**config.mk**
```make
export PLATFORM = sky130hd
export DESIGN_NAME = blp_root_cell
export DESIGN_NICKNAME = d
export VERILOG_FILES = /design/src/rtl/blp_root_cell.sv
export SDC_FILE = /design/constraint.sdc
export NUM_CORES = 1
export LEC_CHECK = 0
export BUFFER_PORTS_ARGS = -buffer_cell sky130_fd_sc_hd__buf_2
export CAP_MARGIN = 20
export CELL_PAD_IN_SITES_DETAIL_PLACEMENT = 2
export CELL_PAD_IN_SITES_GLOBAL_PLACEMENT = 2
export CORE_UTILIZATION = 27
export CTS_BUF_LIST = sky130_fd_sc_hd__clkbuf_4 sky130_fd_sc_hd__clkbuf_8
export DETAILED_ROUTE_END_ITERATION = 7
export GPL_ROUTABILITY_DRIVEN = 0
export PLACE_DENSITY = 0.87
export SETUP_SLACK_MARGIN = 0.02
export SYNTH_ARGS = -nofsm -noshare
export SYNTH_HDL_FRONTEND = slang
export SYNTH_SLANG_ARGS = --single-unit
```
**constraint.sdc**
```tcl
create_clock -name clock -period 2.8 [get_ports clock]
set_input_delay 0.14 -clock clock [delete_from_list [all_inputs] [get_ports clock]]
set_output_delay 0.14 -clock clock [all_outputs]
set_load 0.05 [all_outputs]
```
**src/rtl/blp_root_cell.sv**
```systemverilog
// One step of a restoring square root: takes two radicand bits, yields one root bit.
// Stand-alone cell; chained by the top level. No package dependency.
module blp_root_cell #(
   parameter int N_W = 66,
   parameter int Q_W = 33,
   parameter int S_W = 1
) (
   input  logic             clock,
   input  logic             reset,
   input  logic             en,
   input  logic             in_valid,
   input  logic [N_W-1:0]   in_rad,
   input  logic [Q_W+1:0]   in_rem,
   input  logic [Q_W-1:0]   in_root,
   input  logic [S_W-1:0]   in_side,
   output logic             out_valid,
   output logic [N_W-1:0]   out_rad,
   output logic [Q_W+1:0]   out_rem,
   output logic [Q_W-1:0]   out_root,
   output logic [S_W-1:0]   out_side
);

   logic [Q_W+3:0] rem_sh;
   logic [Q_W+3:0] trial;
   logic           take;
   logic [Q_W+3:0] diff;

   logic             valid_ff;
   logic [N_W-1:0]   rad_ff;
   logic [Q_W+1:0]   rem_ff;
   logic [Q_W-1:0]   root_ff;
   logic [S_W-1:0]   side_ff;

   assign rem_sh = {in_rem, in_rad[N_W-1 -: 2]};
   assign trial  = {2'b00, in_root, 2'b01};
   assign take   = rem_sh >= trial;
   assign diff   = rem_sh - trial;

   always_ff @(posedge clock) begin
      if (reset) begin
         valid_ff <= 1'b0;
      end else if (en) begin
         valid_ff <= in_valid;
      end
   end

   always_ff @(posedge clock) begin
      if (en) begin
         rad_ff  <= {in_rad[N_W-3:0], 2'b00};
         rem_ff  <= take ? diff[Q_W+1:0] : rem_sh[Q_W+1:0];
         root_ff <= {in_root[Q_W-2:0], take};
         side_ff <= in_side;
      end
   end

   assign out_valid = valid_ff;
   assign out_rad   = rad_ff;
   assign out_rem   = rem_ff;
   assign out_root  = root_ff;
   assign out_side  = side_ff;

endmodule

```
======== Yosys cells after proc, flatten, opt, wreduce, memory -nomap -nowiden ========
Index checks and enable logic that the tools add are counted.
word-level totals
  register bits after elaboration ......... 134
  logic and storage cells ................. 8
  input bits .............................. 139
cells by class
  add/subtract/negate cells ............... 1
  $lt $le $gt $ge ......................... 1
  mux-type cells .......................... 1
operators by type and width
  cell              count
  $ge A37 B35 Y1    1
  $mux W35          1
  $sub A35 B35 Y35  1

======== Depth between registers and ports, before layout ========
  depth after elaboration ................. 2
  gate-level depth with buffers ........... 14
  mapped depth without buffers ............ 11

======== Least setup slack after synthesis ========
Ideal clock, no wire load.
  kind .................................... input -> register
  start ................................... in in_root[9]
  end ..................................... reg rem_ff[17] (netlist: out_rem[17]), data pin
  setup slack ............................. 0.109 ns
  library setup time ...................... 0.260 ns
  data required time ...................... 2.540 ns
  cell stages on the path ................. 11
  arrival ................................. 2.431 ns
  cell sequence ........................... inv_1 ha_1 buf_2 nand2_1 or3_1 or4_1 o31a_1 o21ai_2 o211ai_2 buf_6 mux2_4
between the ends
  longest elaborated chain between the ends .. 2
  elaborated cells on any way between the ends .. 3
  those cells by class .................... add/sub: 1; order compare: 1; mux: 1
ends and longest elaborated chain
  item                                                       line    source
  start: declaration                                         14      input logic [Q_W-1:0] in_root,
  $sub A35 B35 Y35 / $ge A37 B35 Y1 (equally long branches)  37, 36
  $mux W35 (*)                                               50      rem_ff <= take ? diff[Q_W+1:0] : rem_sh[Q_W+1:0];
  end signal: assignment                                     50
  end: declaration                                           30      logic [Q_W+1:0] rem_ff;
Mark *: on every way between the ends. The rest lies on a longest branch, timed or not.
A chain may end at the register's enable or synchronous reset.

======== Final worst setup path ========
  start ................................... in in_root[23]
  end ..................................... reg rem_ff[12] (netlist: out_rem[12]), data pin
between the ends
  longest elaborated chain between the ends .. 2
ends and longest elaborated chain
  item            line  source
  $ge A37 B35 Y1  36    assign take = rem_sh >= trial;
  $mux W35        50
No other way between the ends.

==> flow_metrics.tcl <==
set metrics [dict create \
    tns_ns 0 \
    htreeDepth 4 \
    drcViolationCount 0 \
    rsz0062_at_grt "true" \
    syn2layout_area_growth_pct 60.8 \
    core-area_mm2 0.0229 \
    chipHeight_um 156 \
    antenna_found_initial 3 \
    vias 5996 \
    synth_compound_area_share_pct 13.3 \
    syn_inst 513 \
    timing.critical_path.arrival_ns 2.98 \
    post-dp-hpwl_um 18200 \
    cp.required_ns 3.01 \
    final.setup_skew_ns 0 \
    grt_pass1_vias 6830 \
    worstMarginPinSlew_ns 0.733 \
    path_clk_slew_ns 0.09 \
    cts_made_buffers 17 \
    min-delay-path-class "in2reg" \
    clock.fmax_mhz 360 \
    clock_path_buffers 2 \
    clock-sinks 134 \
    ios 275 \
    synth-simple-area-share_pct 7.80 \
    synthesis.area_mm2 0.00638 \
    critPathMaxStageDelay_ns 0.52 \
    post-route-min-period_ns 2.78 \
    yosys_warnings 0 \
    slew_viol_final 0 \
    avgSynthCellArea_um2 12.4 \
    end_kind "flop" \
    drive_gt1_share_pct 38.6 \
    synth.area.mux_share_pct 0.549 \
    dr.pass1.iters 4 \
    fin_crit_sh_pct 99.2 \
    synth-edff-count 133 \
    dieArea_mm2 0.0243 \
    cellPowerDensity_mw_per_mm2 621 \
    grt_usage_pct 21.9 \
    grt_max_degree 72 \
    yosysSeqAreaShare_pct 62.9 \
    clock-root-buffer "clkbuf_8" \
    run_status "complete, no violations" \
    synth_top_family_by_area "compound AO/OA/AOI/OAI gates" \
    cp_cell_sequence "dlygate4sd3_1 -> buf_2 -> inv_1 -> ha_4 -> nand4_1 -> or3_4 -> nor3_4 -> o211ai_1 -> a211oi_2 -> buf_4 -> o211ai_4 -> buf_12 -> clkbuf_16 -> nand2_1 -> o21ai_1" \
    synthArstFlopShare_pct 0 \
    setup_violations 0 \
    num_rows 55 \
    cp_max_fo 17 \
    nFillCells 2413 \
    die_width_um 156 \
    maxCapViolCount 0 \
    wl_per_cell_um 21.4 \
    nets 1136 \
    vias_per_cell 4.64 \
    preCtsSetupSlack_ns -0.127 \
    overflow 0 \
    ys.flop_type "edfxtp_1" \
    ys_ff_latch 134 \
    clock_latency_ns 0.46 \
    ant_nets 0 \
    drtIter0Drc 256 \
    wirelength_um 27600 \
    grt_pass1_wl_um 39500 \
    port_buffers 272 \
    fin_ws_ns 0.0233 \
    worstSetupStartpointType "input port" \
    peakVddDrop_mv 0.252 \
    p_leak_uw 0.00455 \
    slew_headroom_pct 51.1 \
    hold_viol_final 0 \
    synth_xor_area_share_pct 4.53 \
    worstSetupPathType "in2reg" \
    cts_tree "done" \
    synth_fa_ha_area_share_pct 6.86 \
    ys_types 48 \
    cp_slowest_cell "dlygate4sd3_1" \
    start_util_pct 27.9 \
]
==> metrics by stage <==
stage / power [uW] / hold WS, ns / util (%) / instance area [um^2] / cells
2_1_floorplan: 3790 / 0.212 / - / 6390 / 514
3_3_place_gp: 4330 / 0.297 / 36.7 / 8410 / 1126
3_5_place_dp: 4420 / 0.316 / 36.7 / 8410 / 1126
4_1_cts: 6310 / 0.00148 / 44.0 / 10100 / 1285
5_1_grt: 6610 / 0.0120 / 44.8 / 10300 / 1291
6_report: 6380 / 0.0221 / 44.8 / 10300 / 1291
==> what timing repair did <==
action | CTS | global route
resized for setup | 0 | 24
setup endpoints to repair | 0 | 36
hold endpoints to repair | 126 | 0
setup buffers | 0 | 2
hold buffers | 127 | 0
==> layer usage <==
metal	vias up	global-route usage, %	share of wire [%]
met3	47	4.64	5.1
met1	2960	23.8	39
met5	-	0	0
li1	2778	-	-
met4	0	9.66	3.0
met2	211	40.7	53
==> cells by family after synthesis <==
kind of cell / after synthesis
AO/OA/AOI/OAI: 136
XOR/XNOR: 33
adder cells (fa/ha/maj): 35
buffers and inverters: 57
flip-flops: 134
multiplexers: 3
other: 1
AND/OR/NAND/NOR: 114
==> worst max-delay path, delay by kind of cell <==
kind,cells,cell delay (ns)
buf+inv,6,1.18
compound gates,4,0.58
simple gates,4,0.81
fa+ha+maj,1,0.26
==> power by group <==
| part | switching, uW | internal, uW | total, uW |
|---|---|---|---|
| clock | 926 | 830 | 1760 |
| sequential | 71.3 | 2460 | 2530 |
| combinational | 1420 | 668 | 2090 |
| total | 2420 | 3960 | 6380 |
==> path summary, 6_finish.rpt <==
kind         slack (ns)            to  cells after the start        start
max                0.02   out_rem[12]                     15  in_root[23]
min                0.02  out_root[25]                      1  in_root[24]
max reg2reg        1.56     out_valid                      3    out_valid
min reg2reg        1.17     out_valid                      3    out_valid
==> synth_stat cells (3+ instances only) <==
cell | instances | area, um^2
nand2_1 | 59 | 221
nor2_1 | 22 | 82.6
o21ai_0 | 13 | 65.1
o31ai_1 | 3 | 22.5
or3_1 | 3 | 18.8
xnor2_1 | 16 | 140
nand4_1 | 5 | 31.3
ha_1 | 35 | 438
nor3_1 | 5 | 25.0
and3_1 | 4 | 25.0
edfxtp_1 | 133 | 3990
a21oi_1 | 37 | 185
o211ai_1 | 6 | 45.0
o21a_1 | 4 | 30.0
nand3_1 | 8 | 40.0
o21ai_1 | 29 | 145
o21bai_1 | 6 | 45.0
buf_6 | 4 | 45.0
inv_1 | 43 | 161
a21o_1 | 19 | 143
a211oi_1 | 3 | 22.5
xor2_1 | 17 | 149
clkbuf_1 | 6 | 22.5
==> final cells by class <==
cell class,instances,area [um^2],share of cell area (%)
diodes,3,7.51,0.0731
clock inverters,14,166,1.62
inverters,43,161,1.57
well taps,313,392,3.82
flip-flops and latches,134,4010,39.1
multi-input cells,323,2220,21.6
clock buffers,18,241,2.35
repair buffers,443,3070,29.9
==> registers in the layout, summed over array words and instances, names as in the netlist <==
name and count:
out_valid 1, out_rem 35, out_side 1, out_root 33, out_rad 64
==> cell usage in the layout (no fill, tap or decap), types with 4 or more instances in the layout <==
master,count
inv_6,4
o211ai_1,6
ha_1,31
nand2_2,6
inv_1,43
xor2_1,17
o21ai_1,26
o21ai_2,4
nand4_1,5
a21oi_1,36
clkinv_4,5
clkbuf_8,17
nand2_1,53
o21bai_1,6
xnor2_1,16
edfxtp_1,133
buf_2,269
dlygate4sd3_1,126
nor2_1,21
buf_12,4
a21o_1,19
o21ai_0,13
nand3_1,7
o21a_1,4
buf_4,39
and3_1,4
(Power assumes the default switching activity.)
