$ cat src/rtl/blp_div_cell.sv
// One step of a restoring divider: shifts in one dividend bit, yields one quotient bit.
// Stand-alone cell; chained by the top level. No package dependency.
module blp_div_cell #(
   parameter int D_W = 31,
   parameter int N_W = 31,
   parameter int Q_W = 31,
   parameter int S_W = 1
) (
   input  logic             clock,
   input  logic             reset,
   input  logic             en,
   input  logic             in_valid,
   input  logic [D_W-1:0]   in_div,
   input  logic [D_W-1:0]   in_rem,
   input  logic [N_W-1:0]   in_num,
   input  logic [Q_W-1:0]   in_q,
   input  logic [S_W-1:0]   in_side,
   output logic             out_valid,
   output logic [D_W-1:0]   out_div,
   output logic [D_W-1:0]   out_rem,
   output logic [N_W-1:0]   out_num,
   output logic [Q_W-1:0]   out_q,
   output logic [S_W-1:0]   out_side
);

   logic [D_W:0] rem_sh;
   logic         take;
   logic [D_W:0] diff;

   logic             valid_ff;
   logic [D_W-1:0]   div_ff;
   logic [D_W-1:0]   rem_ff;
   logic [N_W-1:0]   num_ff;
   logic [Q_W-1:0]   q_ff;
   logic [S_W-1:0]   side_ff;

   assign rem_sh = {in_rem, in_num[N_W-1]};
   assign take   = rem_sh >= {1'b0, in_div};
   assign diff   = rem_sh - {1'b0, in_div};

   always_ff @(posedge clock) begin
      if (reset) begin
         valid_ff <= 1'b0;
      end else if (en) begin
         valid_ff <= in_valid;
      end
   end

   always_ff @(posedge clock) begin
      if (en) begin
         div_ff  <= in_div;
         rem_ff  <= take ? diff[D_W-1:0] : rem_sh[D_W-1:0];
         num_ff  <= {in_num[N_W-2:0], 1'b0};
         q_ff    <= {in_q[Q_W-2:0], take};
         side_ff <= in_side;
      end
   end

   assign out_valid = valid_ff;
   assign out_div   = div_ff;
   assign out_rem   = rem_ff;
   assign out_num   = num_ff;
   assign out_q     = q_ff;
   assign out_side  = side_ff;

endmodule

$ cat config.mk
export PLATFORM = sky130hd
export DESIGN_NAME = blp_div_cell
export DESIGN_NICKNAME = d
export VERILOG_FILES = /design/src/rtl/blp_div_cell.sv
export SDC_FILE = /design/constraint.sdc
export NUM_CORES = 1
export LEC_CHECK = 0
export BUFFER_PORTS_ARGS = -buffer_cell sky130_fd_sc_hd__buf_2
export CAP_MARGIN = 20
export CORE_ASPECT_RATIO = 1.1
export CORE_MARGIN = 8
export CORE_UTILIZATION = 52
export CTS_CLUSTER_SIZE = 16
export DETAILED_ROUTE_END_ITERATION = 10
export GPL_ROUTABILITY_DRIVEN = 0
export PLACE_DENSITY = 0.94
export RECOVER_POWER = 25
export REMOVE_ABC_BUFFERS = 1
export SYNTH_ARGS = -nofsm -noshare
export SYNTH_HDL_FRONTEND = slang
export SYNTH_SLANG_ARGS = --single-unit
$ cat constraint.sdc
create_clock -name clock -period 5.2 [get_ports clock]
set_input_delay 0.52 -clock clock [delete_from_list [all_inputs] [get_ports clock]]
set_output_delay 0.52 -clock clock [all_outputs]
set_load 0.1 [all_outputs]
# Word level (Yosys, flattened, before mapping)

Cells that the tools add are included.

Register bits after elaboration: 125
Latch bits: 0
Bits in writable memories: 0
Memory bits (read-only): 0
Input port bits: 129
Output and inout port bits: 126
Logic and storage cells: 9
Memories: 0

$add $sub $neg: 1
$mul: 0
Divide/modulo/power cells: 0
$lt $le $gt $ge: 1
Eq/ne operators: 0
Shift operators: 0
Muxes and demuxes: 1
Bitwise gates (word level): 0
Reduce and logical (&&, ||, !) cells: 0

Operator list:

| operator                                         | number |
|---|---|
| 32-bit by 31-bit >= comparator with 1-bit output | 1 |
| 31-bit two-way mux                               | 1 |
| 31-bit subtractor                                | 1 |

# Longest topological paths before layout

Gate-level depths: netlist of the first run.

Depth in word-level cells: 2
Gate-level depth with buffers: 13
Mapped depth without buffers: 11

# Worst setup path before layout of the first run

OpenSTA, ideal clock, no wires.

Path kind: input -> register
Start point: input in_num[30]
End point: register rem_ff[30] (netlist: out_rem[30]) (data pin)
Arrival: 2.552 ns
Required time: 4.922 ns
Slack: 2.370 ns
Stages on the path: 11
Path through: inv_1 ha_1 fa_1 nor2b_1 o31a_1 o21ba_2 o21ai_2 o221ai_2 o21ai_4 a2111oi_0 a211oi_2

Longest elaborated chain between the ends: 2
Elaborated cells between the ends (all ways): 3
Classes of those cells: 1 x add/sub; 1 x order compare; 1 x mux

Ends and longest elaborated chain:

| element                                                                                      | RTL line | text |
|---|---|---|
| from (decl)                                                                                  | 15       | `input logic [N_W-1:0] in_num,` |
| 31-bit subtractor / 32-bit by 31-bit >= comparator with 1-bit output (equally long branches) | 39, 38   |  |
| 31-bit two-way mux *                                                                         | 52       | `rem_ff <= take ? diff[D_W-1:0] : rem_sh[D_W-1:0];` |
| to (signal assigned)                                                                         | 52       |  |
| to (decl)                                                                                    | 32       | `logic [D_W-1:0] rem_ff;` |

Mark *: on every way between the ends. The rest lies on a longest branch, timed or not.
A chain may end at the register's enable or synchronous reset.

# Worst setup path after layout of the first run

Start point: input in_div[7]
End point: register rem_ff[22] (netlist: out_rem[22]) (data pin)

Longest elaborated chain between the ends: 2
Elaborated cells between the ends (all ways): 3
Classes of those cells: 1 x add/sub; 1 x order compare; 1 x mux

Ends and longest elaborated chain:

| element                                                                                      | RTL line | text |
|---|---|---|
| from (decl)                                                                                  | 13       | `input logic [D_W-1:0] in_div,` |
| 31-bit subtractor / 32-bit by 31-bit >= comparator with 1-bit output (equally long branches) | 39, 38   |  |
| 31-bit two-way mux *                                                                         | 52       |  |

Marked as above.

==> run_results.csv, run 1 <==
group,metric,value,unit
status,status,"finished with violations",
status,failed_checks,"DRC",
grt,grt-ovfl-total,0,
grt,grt_pass1_wl,27400,µm
drt,dr.first_iter.drc_count,509,
power_and_ir_drop,p_switching,1.501,mW
setup_path,worstPathArrival,3.77,ns
placement,dpl.hpwl,14060,µm
floorplan,start_util,53.50,%
synth,post-synth-top-count-cell,"edfxtp_1",
worst_hold_path,hold_path_class,"in -> reg",
synth,synth-edff-count,124,
grt,antenna_found_initial,3,
timing,min_period,3.517,ns
drt,drc,2,
synth,synth_cell_type_count,57,
clock_network,cts_buffer_depth,2,
synth,synth_area_leaders,"edfxtp_1, ha_1, o21ai_0",
setup_path,cp_max_fo,48,
timing,hold_slack,0.2516,ns
power_and_ir_drop,p_leak,3.540,nW
synth,synth_top_area_share,63.49,%
final_layout,drive_gt1_share,37.30,%
floorplan,die-area,0.01494,mm²
synth,ys_async_sr_fraction,0,%
setup_path,critPathKind,"in -> reg",
timing,worst_pin_slew,1.036,ns
placement,dp.cells,847,
final_layout,final_area,0.007906,mm²
final_layout,fillCellCount,703,
timing,drv_slew,0,
timing,tns,0,ns
final_layout,fin_cells,881,
timing,setup_slack,1.683,ns
timing,rsz0062_at_grt,"false",
clock_network,cts_hold_buf,0,
clock_network,cts_tree,"done",
drt,wl,18770,µm
clock_network,ctsResizeCount,0,
setup_path,slowest_stage,"o21ai_4",
setup_path,worstPathRequired,5.45,ns
placement,place_area,0.007274,mm²
grt,track_usage,24.86,%
run,max-cap-violations,0,
clock_network,clkTransAtPathRegs,0.06,ns
placement,dp_slack,1.297,ns
power_and_ir_drop,swShare,39.27,%
final_layout,multi_input_area,0.001914,mm²
drt,dr_total_vias,4845,
grt,grt_max_degree,85,
synth,netlist_top_cells_count,"edfxtp_1, inv_1, nand2_1, o21ai_0, ha_1",
setup_path,crit_chain,"clkbuf_1, inv_1, ha_1, a21oi_2, o211ai_1, or3_1, o21ai_2, o221ai_2, o21ai_4, buf_4, and4b_1, nor3_1",
synth,syn_area,0.005864,mm²
grt,grt_pass1_vias,4947,
drt,drt-wirelength-per-cell,21.31,µm
final_layout,regArea,0.003744,mm²
timing,fin_skew,0,ns
floorplan,rows,40,
power_and_ir_drop,combPwrFrac,32.3,%
floorplan,io_pins,255,
power_and_ir_drop,seqPwrFrac,33.1,%
floorplan,dieWidth,117.3,µm
setup_path,max_stage_delay,0.88,ns
drt,first_pass_iters,8,
timing,fmax,284.4,MHz
clock_network,post-cts-setup-buffers,0,
power_and_ir_drop,p_per_area,483.4,mW/mm²
clock_network,cts_root_buf,"clkbuf_16",
power_and_ir_drop,p_clk_share,34.6,%
final_layout,area_growth,34.82,%
power_and_ir_drop,ir_worst_vdd,227.9,µV
synth,syn_area_per_cell,12.92,µm²
clock_network,cts_sinks,125,
synth,syn_inst,454,
drt,ant_nets,0,
timing,setup-violations-final,0,
setup_path,endpoint_kind,"flop",
clock_network,clock_latency,0.42,ns
placement,portBuffers,252,
floorplan,coreArea,0.01096,mm²
clock_network,cts.htree.levels,4,
clock_network,cts_made_buffers,17,
final_layout,nets,880,
final_layout,fin_util,72.13,%
power_and_ir_drop,power.total,3.822,mW
synth,synth_area_leader_cell,"edfxtp_1",
floorplan,die_y,127.4,µm
timing,final-hold-violation-count,0,
setup_path,cp-start-kind,"input pin",
drt,avgViaCountPerCell,5.499,
synth,ys_ff_latch,125,
synth,yosys_warnings,0,
synth,ys_seq_area_share,63.84,%
timing,period_share,67.63,%
power_and_ir_drop,p_int,2.321,mW
timing,maxSlewHeadroom,30.67,%
synth,synth_top_flop_cell,"edfxtp_1",
-- power groups by stage --
stage	clock network, mW	registers (mW)	logic [mW]
after floorplan	0	2.03	0.236
after global placement	0	1.28	1.20
after detailed placement	0	1.28	1.23
after CTS	1.33	1.26	1.24
after global routing	1.37	1.27	1.28
final	1.32	1.26	1.24
-- flip-flops by register name, indices dropped and copies added (netlist names) --
name       count
out_rem       31
out_div       31
out_valid      1
out_q         31
out_num       30
out_side       1
-- cell type report --
cell class,count,share of cell area (%)
diodes,2,0.06330
clock buffers,19,5.602
clock inverters,13,2.674
inverters,41,1.947
multi-input cells,280,24.21
flip-flops and latches,125,47.35
well taps,147,2.326
repair buffers,254,15.83
-- worst max-delay path: cells and delay by family --
family	cells	cell delay [ns]
and+or+nand+nor	3	0.75
buffers and inverters	3	0.50
adders and majority gates	1	0.38
AOI/OAI and AO/OA	5	1.60
-- layer usage --
metal	global-route usage, %	share of wire, %
met1	23.58	33
met2	43.51	51
met3	10.13	11
met4	14.93	5.1
met5	0	0.14
-- cells by family (layout without fill, tap and decap cells) --
logic type	Yosys count	count (layout)	synth area share (%)
multiplexers	3	3	0.5547
AO/OA/AOI/OAI	118	118	13.04
AND/OR/NAND/NOR	103	103	8.598
adder cells (fa/ha/maj)	32	32	6.955
flip-flops	125	125	63.84
XOR/XNOR	23	23	3.435
buffers and inverters	49	327	3.520
other	1	3	0.06395
-- final timing paths --
check	startpoint	end	slack, ns	cells after the start
worst min-delay path	reset	out_valid$_SDFFE_PP0P_	0.25	2
worst max register to register	out_valid$_SDFFE_PP0P_	out_valid$_SDFFE_PP0P_	4.60	2
worst max-delay path	in_div[7]	out_rem[22]$_DFFE_PP_	1.68	12
worst min register to register	out_valid$_SDFFE_PP0P_	out_valid$_SDFFE_PP0P_	0.50	2
-- placed cells by master, fill, tap and decap left out, types with 3 or more instances in the layout --
cell type / n
and3_1: 3
nor2b_1: 5
clkbuf_16: 17
buf_4: 3
xor2_1: 11
a21o_1: 14
bufinv_16: 5
and2_1: 4
ha_1: 31
edfxtp_1: 124
nand3_1: 11
inv_6: 4
a31oi_1: 4
nand2_1: 38
nand2b_1: 4
nor2_1: 15
clkbuf_1: 23
a211oi_1: 8
o31ai_1: 4
or2_2: 3
xnor2_1: 12
o21ai_0: 35
buf_2: 229
inv_1: 41
a21oi_1: 22
nand4_1: 3
o21a_1: 7
o211ai_1: 4
nor3_1: 8
Note: power is estimated with default switching activity, not from simulation.
==> inputs of run 2 (changes only) <==
- CORE_UTILIZATION: 52 -> 43
- PLACE_DENSITY: 0.94 -> 0.84
- clock period: 5.2 -> 2.99 ns (I/O delays scaled with it)
==> run 2 against run 1 <==
Worst hold slack got worse by 0.22 ns. Highest routed layer unchanged. Largest cell class unchanged. Register-to-register slack got worse by 2.2 ns. The flow now finishes without violations. Via count is 3.9% lower. Sequential power up 74%. Sequential share of layout area is 0.47 points lower. Clock skew did not move. Clock-buffer cell count shrank 2. Non-clock buffer count grew 13.
==> run_results.csv, run 2 (synthesized netlist as in run 1, its figures left out) <==
group,metric,value,unit
drt,first_pass_iters,4,
drt,wl_met2,8895,µm
drt,dr.max_layer_used,"met5",
setup_path,cp_max_fo,5,
timing,drv_slew,0,
run,max-cap-violations,0,
grt,grt_pass1_vias,4683,
timing,hold_slack,0.03224,ns
timing,final-hold-violation-count,0,
power_and_ir_drop,ir_worst_vdd,248.5,µV
setup_path,critPathKind,"in -> reg",
clock_network,cts_tree,"done",
grt,grt_pass1_wl,25460,µm
timing,fin_skew,0,ns
clock_network,clkTransAtPathRegs,0.06,ns
placement,portBuffers,252,
clock_network,clock_latency,0.41,ns
final_layout,final_common_cell,"buf_2",
timing,min_period,2.494,ns
drt,drc,0,
final_layout,drive_gt1_share,38.12,%
final_layout,area_growth,36.19,%
timing,maxSlewHeadroom,17.05,%
setup_path,cp-start-kind,"input pin",
power_and_ir_drop,p_leak,3.557,nW
timing,setup-violations-final,0,
clock_network,cts.htree.levels,4,
floorplan,rows,44,
setup_path,endpoint_kind,"flop",
drt,drt-wirelength-per-cell,18.02,µm
grt,track_usage,18.78,%
floorplan,coreArea,0.01327,mm²
drt,avgViaCountPerCell,5.009,
grt,antenna_found_initial,2,
power_and_ir_drop,p_per_area,796.2,mW/mm²
final_layout,nets,893,
timing,fmax,400.9,MHz
floorplan,io_pins,255,
clock_network,cts_buffer_depth,2,
floorplan,die_y,138.5,µm
floorplan,start_util,44.20,%
final_layout,final_cell_mix,"buf_2, edfxtp_1, inv_1, nand2_1, o21ai_0",
final_layout,fin_util,60.19,%
status,status,"completed",
worst_hold_path,hold_path_class,"in -> reg",
floorplan,dieWidth,127.3,µm
timing,worst_pin_slew,1.244,ns
clock_network,post-cts-setup-buffers,0,
clock_network,cts_hold_buf,0,
grt,grt_max_degree,59,
setup_path,ff2ff_path_depth,2,
floorplan,die-area,0.01763,mm²
drt,dr.first_iter.drc_count,182,
placement,dpl.hpwl,13570,µm
worst_hold_path,min_path_cells,2,
clock_network,cts_made_buffers,17,
drt,ant_nets,0,
setup_path,worstPathArrival,2.64,ns
drt,drt-met1-wl,5886,µm
timing,period_share,83.42,%
grt,grt-ovfl-total,0,
drt,wl,16760,µm
clock_network,cts_sinks,125,
setup_path,worstPathRequired,3.13,ns
clock_network,cts_root_buf,"clkbuf_16",
timing,rsz0062_at_grt,"false",
drt,dr_wl_met3,1587,µm
clock_network,ctsResizeCount,0,
drt,dr_total_vias,4658,
==> run 2: changes by cell type in the layout (fill, tap and decap cells not counted), sizes merged <==
cell,before,now
buf,232,242
bufinv,5,2
clkinvlp,1,4
clkbuf,41,42
clkinv,3,4
diode,2,1
inv,45,46
==> run 2: power breakdown <==
group / switching [mW] / internal [mW]
logic: 1.75 / 0.405
clock network: 0.779 / 1.23
registers: 0.0406 / 2.15
total: 2.57 / 3.79
==> run 2: cell type report <==
cell class	count	area, µm²
Fill cell	1094	5281
Sequential cell	125	3744
Multi-Input combinational cell	280	1914
Timing Repair Buffer	267	1356
Clock buffer	17	425.4
Tap cell	184	230.2
Clock inverter	15	160.2
Inverter	41	153.9
Antenna cell	1	2.502
==> run 2: stage by stage <==
step	instance area (µm²)	total power, mW	TNS [ns]	setup slack, ns	std cells
after CTS	8016	6.419	0	0.5062	929
after floorplan	5812	3.934	-0.1566	-0.1070	446
after detailed placement	7431	4.393	0	0.08620	897
after global routing	7984	6.580	0	0.2543	929
final	7986	6.359	0	0.4958	930
after global placement	7431	4.356	0	0.1438	897
==> run 2: worst paths after layout <==
check	startpoint	to	slack, ns
worst max-delay path	in_num[30]	out_rem[30]$_DFFE_PP_	0.50
worst min-delay path	reset	out_valid$_SDFFE_PP0P_	0.03
worst max register to register	out_valid$_SDFFE_PP0P_	out_valid$_SDFFE_PP0P_	2.40
worst min register to register	out_valid$_SDFFE_PP0P_	out_valid$_SDFFE_PP0P_	0.49
==> run 2: critical path: stages <==
cell and delay (ns):
buf_2 0.09, inv_1 0.04, ha_1 0.20, fa_1 0.42, nor2b_1 0.18, o31a_1 0.18
o21ba_2 0.18, o21ai_2 0.09, o221ai_2 0.25, o21ai_4 0.11, a2111oi_0 0.51, a211oi_2 0.09
==> run 2: routing by layer <==
| layer | GRT usage [%] | vias up |
|---|---|---|
| met5 | 0 | - |
| met4 | 7.649 | 4 |
| met3 | 6.500 | 30 |
| met2 | 34.44 | 188 |
| met1 | 18.84 | 2184 |
| li1 | - | 2252 |
